$ cat src/design/miou_pkg.sv
`timescale 1ns / 1ps
// ----------------------------------------------------------------------------
// miou_pkg - shared widths and constants for the max IoU unit
// Coordinate, area and fraction widths, plus the threshold reset value.
// ----------------------------------------------------------------------------
package miou_pkg;

	// input geometry
	localparam int COORD_BITS = 13;
	localparam int SIZE_BITS  = COORD_BITS - 1;
	// coordinate math with headroom for right edge and differences
	localparam int EXT_W      = COORD_BITS + 2;
	// clamped side length (ground-truth side may span the whole range)
	localparam int LEN_W      = COORD_BITS;
	localparam int AREA_W     = 2 * LEN_W;
	localparam int UNI_W      = AREA_W + 1;
	// cross products for the ratio compare
	localparam int PROD_W     = AREA_W + UNI_W;

	// output fraction
	localparam int FRACTION_BITS = 16;
	localparam int OUT_BITS      = FRACTION_BITS + 1;
	localparam int REM_W         = UNI_W + 1;

	// step counter covers the longest serial pass
	localparam int MAX_STEPS = (UNI_W > OUT_BITS) ? UNI_W : OUT_BITS;
	localparam int CNT_W     = $clog2(MAX_STEPS + 1);

	// threshold register reset, about 0.3 in Q1.16
	localparam logic [OUT_BITS-1:0] THRESH_RESET = OUT_BITS'(19661);

endpackage

$ cat src/design/max_iou_against_box_set_unit.sv
`timescale 1ns / 1ps
// ----------------------------------------------------------------------------
// max_iou_against_box_set_unit - best IoU of one detection over a box group
//
// Input channel (in_valid / in_ready): one transaction carries a detection
// rectangle, one ground-truth box and a last_box mark. Output channel
// (out_valid / out_ready): one transaction per group, issued for the item
// that carries last_box, with max_iou (unsigned Q1.16) and below_threshold.
// Configuration: cfg_wr_en / cfg_wr_data write iou_threshold.
//
// Timing: all multiplies and the final division run one bit per cycle.
// An item passes an accept step, serial area products, a union step,
// serial cross products and a decide step. A last item adds a restoring
// division and an output step. The bit-serial shift-add datapath keeps
// one item in flight at a time.
//
// Reset: best pair returns to 0/1 (ratio zero), threshold to 19661, no
// transaction pending. If the receiver stalls, the result stays in the
// output register; new items are still taken and only a following group
// end waits for the register to drain.
// ----------------------------------------------------------------------------
module max_iou_against_box_set_unit (
	input  logic                                  clk,
	input  logic                                  arst_n,
	// input channel
	input  logic                                  in_valid,
	output logic                                  in_ready,
	input  logic signed [miou_pkg::COORD_BITS-1:0] det_x,
	input  logic signed [miou_pkg::COORD_BITS-1:0] det_y,
	input  logic        [miou_pkg::SIZE_BITS-1:0]  det_width,
	input  logic        [miou_pkg::SIZE_BITS-1:0]  det_height,
	input  logic signed [miou_pkg::COORD_BITS-1:0] gt_left,
	input  logic signed [miou_pkg::COORD_BITS-1:0] gt_top,
	input  logic signed [miou_pkg::COORD_BITS-1:0] gt_right,
	input  logic signed [miou_pkg::COORD_BITS-1:0] gt_bottom,
	input  logic                                  last_box,
	// output channel
	output logic                                  out_valid,
	input  logic                                  out_ready,
	output logic        [miou_pkg::OUT_BITS-1:0]   max_iou,
	output logic                                  below_threshold,
	// threshold register
	input  logic                                  cfg_wr_en,
	input  logic        [miou_pkg::OUT_BITS-1:0]   cfg_wr_data
);

	localparam int EXT_W    = miou_pkg::EXT_W;
	localparam int LEN_W    = miou_pkg::LEN_W;
	localparam int AREA_W   = miou_pkg::AREA_W;
	localparam int UNI_W    = miou_pkg::UNI_W;
	localparam int PROD_W   = miou_pkg::PROD_W;
	localparam int OUT_BITS = miou_pkg::OUT_BITS;
	localparam int REM_W    = miou_pkg::REM_W;
	localparam int CNT_W    = miou_pkg::CNT_W;

	// sequencer codes
	localparam logic [2:0] ST_IDLE   = 3'd0;
	localparam logic [2:0] ST_AREA   = 3'd1;
	localparam logic [2:0] ST_UNION  = 3'd2;
	localparam logic [2:0] ST_CMP    = 3'd3;
	localparam logic [2:0] ST_DECIDE = 3'd4;
	localparam logic [2:0] ST_DIV    = 3'd5;
	localparam logic [2:0] ST_DONE   = 3'd6;

	logic [2:0]       state_q;
	logic [CNT_W-1:0] cnt_q;
	logic             last_q;
	logic [OUT_BITS-1:0] thr_q;

	// side lengths; the *h registers double as multiplier shift lines
	logic [LEN_W-1:0] iw_q, ih_q, dw_q, dh_q, gw_q, gh_q;
	// area accumulators: intersection, detection, ground truth
	logic [AREA_W-1:0] ii_q, dd_q, gg_q;
	logic [UNI_W-1:0]  uni_q;

	// best pair so far
	logic [AREA_W-1:0] bi_q;
	logic [UNI_W-1:0]  bu_q;

	// cross-product shift lines and accumulators
	logic [UNI_W-1:0]  mb_q, mu_q;
	logic [PROD_W-1:0] acc_a_q, acc_b_q;

	// divider
	logic [REM_W-1:0]    rem_q;
	logic [OUT_BITS-1:0] quot_q;

	// output register
	logic                out_valid_q;
	logic [OUT_BITS-1:0] max_iou_q;
	logic                below_q;

	// ---------------------------------------------------------------------
	// Edge geometry at accept: clamp negative spans to zero
	// ---------------------------------------------------------------------
	logic signed [EXT_W-1:0] dx1_e, dy1_e, dx2_e, dy2_e;
	logic signed [EXT_W-1:0] gx1_e, gy1_e, gx2_e, gy2_e;
	logic signed [EXT_W-1:0] ix_lo, ix_hi, iy_lo, iy_hi;
	logic signed [EXT_W-1:0] iw_d, ih_d, gw_d, gh_d;
	logic [LEN_W-1:0]        iw_c, ih_c, gw_c, gh_c;

	always_comb begin
		dx1_e = EXT_W'(det_x);
		dy1_e = EXT_W'(det_y);
		gx1_e = EXT_W'(gt_left);
		gy1_e = EXT_W'(gt_top);
		gx2_e = EXT_W'(gt_right);
		gy2_e = EXT_W'(gt_bottom);
		dx2_e = dx1_e + $signed(EXT_W'(det_width));
		dy2_e = dy1_e + $signed(EXT_W'(det_height));

		ix_lo = (dx1_e > gx1_e) ? dx1_e : gx1_e;
		ix_hi = (dx2_e < gx2_e) ? dx2_e : gx2_e;
		iy_lo = (dy1_e > gy1_e) ? dy1_e : gy1_e;
		iy_hi = (dy2_e < gy2_e) ? dy2_e : gy2_e;

		iw_d = ix_hi - ix_lo;
		ih_d = iy_hi - iy_lo;
		gw_d = gx2_e - gx1_e;
		gh_d = gy2_e - gy1_e;

		iw_c = iw_d[EXT_W-1] ? '0 : iw_d[LEN_W-1:0];
		ih_c = ih_d[EXT_W-1] ? '0 : ih_d[LEN_W-1:0];
		gw_c = gw_d[EXT_W-1] ? '0 : gw_d[LEN_W-1:0];
		gh_c = gh_d[EXT_W-1] ? '0 : gh_d[LEN_W-1:0];
	end

	// ---------------------------------------------------------------------
	// Datapath helpers
	// ---------------------------------------------------------------------
	logic [UNI_W-1:0]  uni_d;
	logic              take_new;
	logic [AREA_W-1:0] bi_d;
	logic [UNI_W-1:0]  bu_d;
	logic              div_ge;
	logic [REM_W-1:0]  div_diff;
	logic              out_load;

	always_comb begin
		uni_d    = UNI_W'(dd_q) + UNI_W'(gg_q) - UNI_W'(ii_q);
		// strictly larger ratio and a non-empty union replace the best pair
		take_new = (uni_q != '0) && (acc_a_q > acc_b_q);
		bi_d     = take_new ? ii_q : bi_q;
		bu_d     = take_new ? uni_q : bu_q;
		div_ge   = rem_q >= REM_W'(bu_q);
		div_diff = rem_q - REM_W'(bu_q);
		out_load = (state_q == ST_DONE) && (!out_valid_q || out_ready);
	end

	assign in_ready = (state_q == ST_IDLE);

	// ---------------------------------------------------------------------
	// Sequencer and control state
	// ---------------------------------------------------------------------
	always_ff @(posedge clk or negedge arst_n) begin
		if (!arst_n) begin
			state_q     <= ST_IDLE;
			cnt_q       <= '0;
			last_q      <= 1'b0;
			bi_q        <= '0;
			bu_q        <= UNI_W'(1);
			out_valid_q <= 1'b0;
			thr_q       <= miou_pkg::THRESH_RESET;
		end else begin
			if (cfg_wr_en) begin
				thr_q <= cfg_wr_data;
			end

			// drop the result once taken, unless a new one lands
			if (out_load) begin
				out_valid_q <= 1'b1;
			end else if (out_ready) begin
				out_valid_q <= 1'b0;
			end

			case (state_q)
				ST_IDLE: begin
					if (in_valid) begin
						last_q  <= last_box;
						cnt_q   <= CNT_W'(LEN_W - 1);
						state_q <= ST_AREA;
					end
				end
				ST_AREA: begin
					cnt_q <= cnt_q - 1'b1;
					if (cnt_q == '0) begin
						state_q <= ST_UNION;
					end
				end
				ST_UNION: begin
					cnt_q   <= CNT_W'(UNI_W - 1);
					state_q <= ST_CMP;
				end
				ST_CMP: begin
					cnt_q <= cnt_q - 1'b1;
					if (cnt_q == '0) begin
						state_q <= ST_DECIDE;
					end
				end
				ST_DECIDE: begin
					bi_q <= bi_d;
					bu_q <= bu_d;
					if (last_q) begin
						cnt_q   <= CNT_W'(OUT_BITS - 1);
						state_q <= ST_DIV;
					end else begin
						state_q <= ST_IDLE;
					end
				end
				ST_DIV: begin
					cnt_q <= cnt_q - 1'b1;
					if (cnt_q == '0) begin
						state_q <= ST_DONE;
					end
				end
				ST_DONE: begin
					// hold until the output register is free, then clear the group
					if (out_load) begin
						bi_q    <= '0;
						bu_q    <= UNI_W'(1);
						state_q <= ST_IDLE;
					end
				end
				default: begin
					state_q <= ST_IDLE;
				end
			endcase
		end
	end

	// ---------------------------------------------------------------------
	// Serial datapath (payload, no reset)
	// ---------------------------------------------------------------------
	always_ff @(posedge clk) begin
		case (state_q)
			ST_IDLE: begin
				if (in_valid) begin
					iw_q <= iw_c;
					ih_q <= ih_c;
					dw_q <= LEN_W'(det_width);
					dh_q <= LEN_W'(det_height);
					gw_q <= gw_c;
					gh_q <= gh_c;
					ii_q <= '0;
					dd_q <= '0;
					gg_q <= '0;
				end
			end
			ST_AREA: begin
				// shift-add, multiplier MSB first
				ii_q <= (ii_q << 1) + (ih_q[LEN_W-1] ? AREA_W'(iw_q) : '0);
				dd_q <= (dd_q << 1) + (dh_q[LEN_W-1] ? AREA_W'(dw_q) : '0);
				gg_q <= (gg_q << 1) + (gh_q[LEN_W-1] ? AREA_W'(gw_q) : '0);
				ih_q <= ih_q << 1;
				dh_q <= dh_q << 1;
				gh_q <= gh_q << 1;
			end
			ST_UNION: begin
				uni_q   <= uni_d;
				mu_q    <= uni_d;
				mb_q    <= bu_q;
				acc_a_q <= '0;
				acc_b_q <= '0;
			end
			ST_CMP: begin
				// acc_a = inter * best_union, acc_b = best_inter * union
				acc_a_q <= (acc_a_q << 1) + (mb_q[UNI_W-1] ? PROD_W'(ii_q) : '0);
				acc_b_q <= (acc_b_q << 1) + (mu_q[UNI_W-1] ? PROD_W'(bi_q) : '0);
				mb_q    <= mb_q << 1;
				mu_q    <= mu_q << 1;
			end
			ST_DECIDE: begin
				// best ratio never exceeds one, so the first step yields the integer bit
				rem_q  <= REM_W'(bi_d);
				quot_q <= '0;
			end
			ST_DIV: begin
				rem_q  <= (div_ge ? div_diff : rem_q) << 1;
				quot_q <= {quot_q[OUT_BITS-2:0], div_ge};
			end
			ST_DONE: begin
				if (out_load) begin
					max_iou_q <= quot_q;
					below_q   <= (quot_q < thr_q);
				end
			end
			default: begin
				rem_q <= rem_q;
			end
		endcase
	end

	assign out_valid       = out_valid_q;
	assign max_iou         = max_iou_q;
	assign below_threshold = below_q;

endmodule

$ cat config.mk
export PLATFORM = sky130hd
export DESIGN_NAME = max_iou_against_box_set_unit
export DESIGN_NICKNAME = d
export VERILOG_FILES = /design/src/design/miou_pkg.sv /design/src/design/max_iou_against_box_set_unit.sv
export SDC_FILE = /design/constraint.sdc
export NUM_CORES = 1
export LEC_CHECK = 0
export BUFFER_PORTS_ARGS = -buffer_cell sky130_fd_sc_hd__buf_2
export CORE_MARGIN = 2
export CORE_UTILIZATION = 52
export CTS_CLUSTER_DIAMETER = 100
export DETAILED_ROUTE_END_ITERATION = 6
export PLACE_DENSITY = 0.77
export SYNTH_ARGS = -nofsm -noshare
export SYNTH_HDL_FRONTEND = slang
export SYNTH_SLANG_ARGS = --single-unit
$ cat constraint.sdc
create_clock -name clk -period 5.6 [get_ports clk]
set_input_delay 0.56 -clock clk [delete_from_list [all_inputs] [get_ports clk]]
set_output_delay 0.56 -clock clk [all_outputs]
set_load 0.1 [all_outputs]
==> results.toml <==
[critical_path]
critPathKind = "in -> reg"
max_stage_delay_ns = 0.38
start_kind = "input port"
crit_path_top_delay_cell = "o41a_1"
worst_setup_path_end_kind = "flip-flop"
cp_max_fo = 6
cp.required_ns = 5.98
worst_ep_arrival_time_ns = 6.07

[floorplanning]
die-height_um = 262.5
die_width_um = 262.5
num_rows = 94
initial_utilization = 0.5266
io_pins = 145
die_area_mm2 = 0.06890
core_area_mm2 = 0.06598

[placed_design]
dp_cells = 4622
gp_congestion = 0.9127
dpl_cell_area_mm2 = 0.03721
dpl_worst_slack_ns = -0.7128
hpwl_um = 64060
io_buffers = 144

[cts]
clockRootBuffer = "clkbuf_16"
clk_latency_ns = 0.63
clockBufferDepth = 3
cts_buffers = 55
path_clk_slew_ns = 0.06
cts_tree = "yes"
clkSinkCount = 485
htreeDepth = 2

[sta]
clock.fmax_mhz = 175.8
relSlewSlack = 0.1853
finalClockSkew_ns = 0.04173
setup_slack_ns = -0.08669
hold_viol = 0
fin_setup_tns_ns = -0.9928
hold_slack_ns = 0.1384
setup_violations = 13
timing.final.crit_share = 1.015
rsz0062_at_grt = "yes"
period_minus_slack_ns = 5.687
report.final.slew_viol_count = 0
tightest_slew_ns = 1.222

[synthesis]
synth_top_area_frac = 0.3500
synth_edf_count = 405
synthesis.area_mm2 = 0.03474
netlist_instances = 3610
syn_nets = 4112
yosysSeqAreaShare = 0.4080
yosysTopAreaCell = "edfxtp_1"
yosysWarnings = 0
syn_avg_cell_area_um2 = 9.625
synthTopCellsByArea = "edfxtp_1 (35%), ha_1 (12%), dfrtp_1 (5.1%), nand2_1 (3.8%), xnor2_1 (3.7%)"
synthArstFlopShare = 0.1649
ys_ff_latch = 485
ys.flop_type = "edfxtp_1"
yosysUniqueCellTypes = 80

[power_and_ir_drop]
pwr-share-seq = 0.312
power_density_mw_per_mm2 = 469.1
pwr-share-clk = 0.197
power_frac_comb = 0.491
vdd_drop_max_mv = 0.3068
p_leak_nw = 16.92
p_switching_mw = 7.238
power_switching_share = 0.3922
intPower_mw = 11.22

[grt]
antenna_found_initial = 0
grt_pass1_vias = 27010
grt_pass1_wl_um = 139100
grt_max_degree = 164
grtUsageTotal = 0.2484
grt_overflow = 0

[routing]
postRouteAntennaNets = 0
drt_first_iter_violations = 2283
wl_per_cell_um = 18.40
via_per_inst = 5.794
num_vias = 27460
drc = 0
wirelength_um = 87230
drt_pass1_iterations = 5

[cells_and_area]
layout-drive-gt1-share = 0.1272
fin_area_mm2 = 0.03935
ff_latch_area_mm2 = 0.01417
area_delta_synth_final_pct = 13.25
antenna_cells = 0
fin_cells = 4740
multi_input_area_mm2 = 0.01928
nets = 4333
nFillCells = 5501

[job]
maxCapViolCount = 0

[outcome]
status = "finished, violations left"
violations = "setup timing"

[min_path]
worstHoldPathType = "in -> reg"
power groups by stage:
| stage | Combinational [mW] | Sequential [mW] | Clock [mW] |
|---|---|---|---|
| detailed placement | 8.77 | 5.81 | 0 |
| global route | 10.0 | 5.82 | 3.83 |
| floorplan | 6.79 | 5.57 | 0 |
| global placement | 8.52 | 5.78 | 0 |
| CTS | 8.85 | 5.75 | 3.69 |
| finish | 9.07 | 5.76 | 3.63 |
what timing repair did:
| item | in CTS | in global routing |
|---|---|---|
| hold buffers | 1 | 0 |
| gates cloned | 0 | 2 |
| endpoints found under the setup margin | 4 | 26 |
| buffers inserted | 1 | 12 |
| endpoints found under the hold margin | 40 | 0 |
| gates resized for setup | 1 | 41 |
| pin swaps | 0 | 41 |
per-layer routing:
metal / vias to the layer above / track usage / wire length (um)
met2: 779 / 0.4362 / 42770
met3: 214 / 0.02914 / 4468
met4: 0 / 0.1142 / 4172
li1: 13380 / - / -
met5: - / 0 / 0
met1: 13090 / 0.3064 / 35820
metrics by stage:
| step | utilization | power, mW |
|---|---|---|
| finish | 0.5963 | 18.46 |
| CTS | 0.5915 | 18.29 |
| global placement | 0.5639 | 14.30 |
| global route | 0.5963 | 19.70 |
| detailed placement | 0.5639 | 14.58 |
| floorplan | - | 12.35 |
synthesized netlist by cell type, drive strengths merged, types with 33 or more instances:
| cell type | instances |
|---|---|
| xor2 | 67 |
| o31ai | 43 |
| xnor2 | 147 |
| o21a | 33 |
| nand2b | 42 |
| nand3 | 71 |
| ha | 339 |
| nand4 | 34 |
| dfrtp | 71 |
| a21oi | 228 |
| edfxtp | 405 |
| nor2 | 285 |
| fa | 38 |
| and2 | 101 |
| clkbuf | 87 |
| inv | 326 |
| and3 | 50 |
| nand2 | 354 |
| mux2i | 58 |
| or3 | 36 |
| mux2 | 40 |
| a211oi | 44 |
| a21o | 94 |
| o21ai | 196 |
| nor3 | 74 |
| nor2b | 69 |
cells by family after synthesis:
logic type / Yosys count / synth area share
AO/OA/AOI/OAI: 817 / 0.1526
XOR/XNOR: 214 / 0.05394
adder cells (fa/ha/maj): 377 / 0.1440
buffers and inverters: 436 / 0.04797
flip-flops: 485 / 0.4080
multiplexers: 98 / 0.02967
AND/OR/NAND/NOR: 1183 / 0.1639
critical path: cells and delay by family:
family,cells,cell delay [ns]
AO/OA/AOI/OAI,12,2.72
AND/OR/NAND/NOR,7,0.82
adder cells (fa/ha/maj),5,1.16
multiplexers,1,0.24
buffers and inverters,4,0.38
XOR/XNOR,1,0.17
flip-flops by register name (all words and copies together), names as in the netlist, 17 cells and up:
register / count
bi_q: 26
mb_q: 27
quot_q: 17
ii_q: 26
gg_q: 26
max_iou: 17
rem_q: 28
uni_q: 27
acc_b_q: 53
acc_a_q: 53
bu_q: 27
mu_q: 27
dd_q: 26
thr_q: 17
cell type report:
cell class | instances | share of cell area
tap | 864 | 0.02747
multi-input combinational | 2690 | 0.4900
clock buffer | 71 | 0.03727
clock inverter | 31 | 0.008459
inverter | 326 | 0.03120
sequential | 485 | 0.3603
timing repair buffer | 273 | 0.04535
final timing paths:
check	from	to	slack, ns	cells after the start
max	det_x[0]	iw_q[4]	-0.09	30
min	cfg_wr_data[9]	thr_q[9]	0.14	3
min reg2reg	quot_q[16]	max_iou[16]	0.47	0
min in group asynchronous	arst_n	bi_q[23]	0.50	2
max reg2reg	ii_q[1]	acc_a_q[45]	1.20	14
max in group asynchronous	arst_n	bu_q[5]	4.13	3
cell usage in the layout, fill, tap and decap left out, types with 16 or more instances in the layout:
| cell | instances |
|---|---|
| a211oi_1 | 42 |
| a21o_1 | 94 |
| a21oi_1 | 219 |
| a22o_1 | 16 |
| a31oi_1 | 17 |
| and2_1 | 100 |
| and3_1 | 48 |
| buf_2 | 138 |
| buf_4 | 126 |
| clkbuf_16 | 56 |
| dfrtp_1 | 71 |
| edfxtp_1 | 405 |
| fa_1 | 34 |
| ha_1 | 331 |
| inv_1 | 319 |
| mux2_2 | 40 |
| mux2i_1 | 57 |
| nand2_1 | 352 |
| nand2b_1 | 42 |
| nand3_1 | 71 |
| nand4_1 | 34 |
| nor2_1 | 278 |
| nor2b_1 | 66 |
| nor3_1 | 72 |
| nor4_1 | 19 |
| o21a_1 | 33 |
| o21ai_0 | 186 |
| o31ai_1 | 42 |
| or3_1 | 35 |
| xnor2_1 | 145 |
| xor2_1 | 65 |
Note: power is estimated with default switching activity, not from simulation.
